[config.mk]
export PLATFORM = sky130hd
export DESIGN_NAME = abf_mul
export DESIGN_NICKNAME = d
export VERILOG_FILES = /design/src/hdl/abf_pkg.sv /design/src/hdl/abf_mul.sv
export SDC_FILE = /design/constraint.sdc
export NUM_CORES = 2
export LEC_CHECK = 0
export ABC_AREA = 0
export BUFFER_PORTS_ARGS = -buffer_cell sky130_fd_sc_hd__buf_2
export CAP_MARGIN = 10
export CORE_MARGIN = 4
export CORE_UTILIZATION = 35
export DETAILED_ROUTE_END_ITERATION = 12
export HOLD_SLACK_MARGIN = 0.1
export PLACE_DENSITY_LB_ADDON = 0.1
export SLEW_MARGIN = 20
export SYNTH_ARGS = -nofsm -noshare
export SYNTH_HDL_FRONTEND = slang
export SYNTH_SLANG_ARGS = --single-unit
[constraint.sdc]
create_clock -name clk -period 8.76 [get_ports clk]
set_clock_uncertainty 0.05 [all_clocks]
set_input_delay 0.438 -clock clk [delete_from_list [all_inputs] [get_ports clk]]
set_output_delay 0.438 -clock clk [all_outputs]
set_load 0.1 [all_outputs]
[src/hdl/abf_pkg.sv]
// Shared types, widths and helpers for the angle bisector foot pipeline.
// No dependencies; every other file imports this package.
package abf_pkg;

  localparam int COORD_W   = 32;
  localparam int LEN_GUARD = 8;
  localparam int MAG_W     = COORD_W + 1;
  localparam int LEN_W     = MAG_W + LEN_GUARD;
  localparam int RAD_W     = 2 * LEN_W;
  localparam int DEN_W     = LEN_W + 1;
  localparam int PROD_W    = MAG_W + LEN_W;
  localparam int NUM_W     = PROD_W + 2;
  localparam int DIV_W     = DEN_W + 1;

  typedef struct packed {
    logic signed [COORD_W-1:0] apex_x;
    logic signed [COORD_W-1:0] apex_y;
    logic signed [COORD_W-1:0] p_x;
    logic signed [COORD_W-1:0] p_y;
    logic signed [COORD_W-1:0] q_x;
    logic signed [COORD_W-1:0] q_y;
  } tri_t;

  typedef struct packed {
    logic signed [COORD_W-1:0] foot_x;
    logic signed [COORD_W-1:0] foot_y;
    logic                      degenerate;
  } foot_t;

  // Control and pass-through data that travel alongside the arithmetic.
  typedef struct packed {
    logic                      valid;
    logic                      degen;
    logic signed [COORD_W-1:0] p_x;
    logic signed [COORD_W-1:0] p_y;
    logic [MAG_W-1:0]          dmag_x;
    logic [MAG_W-1:0]          dmag_y;
    logic                      dneg_x;
    logic                      dneg_y;
  } side_t;

  localparam int SIDE_W = $bits(side_t);

  function automatic logic [MAG_W-1:0] abs_mag(input logic signed [MAG_W-1:0] d);
    abs_mag = d[MAG_W-1] ? MAG_W'(-d) : MAG_W'(d);
  endfunction

endpackage

[src/hdl/abf_mul.sv]
// Two-stage unsigned multiplier built from four registered partial products.
// Depends on abf_pkg for default widths.
module abf_mul
  import abf_pkg::*;
#(
  parameter int A_W = MAG_W,
  parameter int B_W = MAG_W
) (
  input  logic             clk,
  input  logic             adv,
  input  logic [A_W-1:0]   a,
  input  logic [B_W-1:0]   b,
  output logic [A_W+B_W-1:0] p
);

  localparam int AL  = A_W / 2;
  localparam int AH  = A_W - AL;
  localparam int BL  = B_W / 2;
  localparam int BH  = B_W - BL;
  localparam int P_W = A_W + B_W;

  logic [AL+BL-1:0] ll_r;
  logic [AL+BH-1:0] lh_r;
  logic [AH+BL-1:0] hl_r;
  logic [AH+BH-1:0] hh_r;
  logic [P_W-1:0]   p_r;

  always_ff @(posedge clk) begin
    if (adv) begin
      ll_r <= a[AL-1:0] * b[BL-1:0];
      lh_r <= a[AL-1:0] * b[B_W-1:BL];
      hl_r <= a[A_W-1:AL] * b[BL-1:0];
      hh_r <= a[A_W-1:AL] * b[B_W-1:BL];
      p_r  <= (P_W'(hh_r) << (AL + BL)) + (P_W'(hl_r) << AL) +
              (P_W'(lh_r) << BL) + P_W'(ll_r);
    end
  end

  assign p = p_r;

endmodule

==> flow_summary_export.csv <==
group,metric,value,unit
outcome,status,"finished clean",
cts,cts-root-buf,"clkbuf_16",
sta,rsz0062_at_grt,"false",
sta,tightest_slew,1.053,ns
place,place_hpwl,104100,µm
synth,synth_area_per_cell,9.509,µm²
synth,synth_edf_count,198,
global_routing,grtUsageMet2,35.48,%
cts,postCtsSetupRepairBufs,0,
cts,clk_pin_slew_worst_paths,0.09,ns
drt,drc,0,
global_routing,grt_overflow,0,
global_routing,grt_pass1_vias,34250,
synth,synth_most_common_cell,"inv_1",
synth,yosys_warnings,0,
place,placed_area,46770,µm²
global_routing,grt_pass1_wl,206600,µm
cts,htree_levels,4,
layout,final_core_util,37.69,%
synth,ys_ff_latch,198,
synth,synth.distinct_cells,68,
synth,yosysSeqAreaShare,13.41,%
cts,cts_made_buffers,17,
critical_path,end_kind,"flip-flop",
drt,vias,30840,
critical_path,cp.required,8.91,ns
synth,synth_top_cell_by_area,"fa_1",
sta,setup_viol,0,
synth,synthArstFlopShare,0,%
global_routing,use_met3,4.062,%
layout,fin_cells,6327,
place,place_inst,6292,
die,coreArea,125700,µm²
sta,max_freq,0.1440,GHz
global_routing,grt_max_degree,75,
cts,hold_buffers,0,
sta,slew_headroom,29.56,%
die,dieArea,132500,µm²
global_routing,grtUsageMet1,27.30,%
die,io_pins,134,
die,die_h,364.0,µm
drt,routed_via_density,4.875,
cts,cts_sinks,198,
place,gp_congestion,0.8139,
hold_path,hold_path.class,"in2reg",
synth,synth_top_area_share,39.18,%
synth,ys_top_cells_by_count,"inv_1, fa_1, nand2_1, and2_1, ha_1",
sta,fin_crit_sh,79.29,%
layout,nets,6052,
synth,syn_nets,6055,
drt,routed_wl,131300,µm
run,max_cap_violations,0,
layout,area_delta_synth_final,6.853,%
global_routing,grt_usage,20.79,%
sta,final-hold-violation-count,0,
place,portBuffers,133,
drt,first_pass_iters,5,
drt,drtIter0Drc,1668,
die,row_count,130,
layout,drive_gt1_share,5.199,%
synth,syn_inst,4664,
cts,cts_tree,"yes",
critical_path,worst-setup-path-type,"in2reg",
layout,fin_area,47390,µm²
drt,drtAntennaViolNets,0,
sta,fin_crit,6.945,ns
cts,insertion_delay,0.56,ns
global_routing,grt_antenna_before_repair,13,
cts,cts.repair.resized,0,
critical_path,start_kind,"input port",
sta,slew_viol_final,0,
synth,synth_area,44350,µm²
synth,synth_flop_cell,"edfxtp_1",
global_routing,grt-busiest-layer,"met2",
sta,finalSetupTns,0,ns
drt,wl_per_cell,20.75,µm
critical_path,crit_path_max_fanout,33,
critical_path,arrival,7.09,ns
die,initial_utilization,35.27,%
die,die_x,364.0,µm
cts,clock_path_buffers,2,
synth,synth.area.top_cells,"fa_1, edfxtp_1, ha_1, inv_1, and2_1",
## per-layer routing
| metal | wire, µm | part of all wire (%) |
|---|---|---|
| met5 | 13 | 0.0099 |
| met4 | 2759 | 2.1 |
| met3 | 6818 | 5.2 |
| met2 | 63200 | 48 |
| met1 | 58490 | 45 |
## flip-flops by register name (all words and copies together) (netlist names)
name / count
hh_r: 34
p: 66
lh_r: 33
hl_r: 33
ll_r: 32
## worst paths after layout
check | from | endpoint | slack (ns) | depth (start not counted)
setup / recovery | b[1] | hl_r[20]$_DFFE_PP_ | 1.81 | 17
hold / removal | adv | hl_r[26]$_DFFE_PP_ | 0.33 | 1
setup reg to reg | hl_r[21]$_DFFE_PP_ | p[65]$_DFFE_PP_ | 4.29 | 11
hold reg to reg | ll_r[14]$_DFFE_PP_ | p[14]$_DFFE_PP_ | 0.36 | 0
## placed cells by master, fill, tap and decap left out, drive strengths merged, types with 4 or more instances in the layout
cell,count
nand4b,4
nor2,78
clkbuf,18
nand2,664
mux2i,5
ha,455
a21o,68
a211oi,20
fa,868
nand3,35
o31ai,8
and2,502
o221ai,5
nor2b,12
o21ai,46
nor4,7
nand4,16
a31o,7
o311ai,4
edfxtp,198
nor3,23
o211ai,8
nand3b,4
or2,7
or3,6
a21boi,5
o21a,14
a211o,5
buf,200
a311o,4
nand2b,11
a21oi,134
o21bai,26
inv,976
xor2,47
clkinv,6
xnor2,105
o2111ai,4
a31oi,12
and3,19
## worst max-delay path, cell delays in order
cell,delay [ns]
buf_2,0.59
nand2_1,0.17
fa_1,0.54
fa_1,0.58
fa_1,0.45
fa_1,0.55
inv_1,0.05
fa_1,0.50
fa_1,0.42
ha_1,0.38
and4_1,0.21
a211o_1,0.28
a211oi_1,0.50
o211ai_1,0.22
a21oi_1,0.24
o21bai_1,0.10
xor2_1,0.82
## cell type report
class / count / area (µm²)
antenna: 3 / 7.507
clock buffer: 18 / 429.2
clock inverter: 14 / 181.4
fill: 12860 / 78340
inverter: 969 / 3637
multi-input combinational: 3275 / 33930
sequential: 198 / 5946
tap: 1650 / 2064
timing repair buffer: 200 / 1191
## metrics by stage
step           hold slack, ns  setup WS [ns]
2_1_floorplan          0.3503          2.306
3_3_place_gp           0.3516          1.327
3_5_place_dp           0.3572          1.335
4_1_cts                0.3014          1.938
5_1_grt                0.3353          1.455
6_report               0.3271          1.815
## cell families (layout without fill, tap and decap cells)
group                      after synthesis  count (layout)  synth area share [%]
xor gates and xnor gates               152             152                 3.002
AOI/OAI and AO/OA                      397             397                 5.916
and+or+nand+nor                       1398            1398                 15.46
DFF                                    198             198                 13.41
muxes                                    5               5                0.1129
buffers and inverters                 1191            1201                 10.08
adders and majority gates             1323            1323                 52.02
other                                    0               3                     0
Power is left out: the tool's default activity adds up to more than one toggle a clock period on the data nets, which glitch-free logic cannot reach.
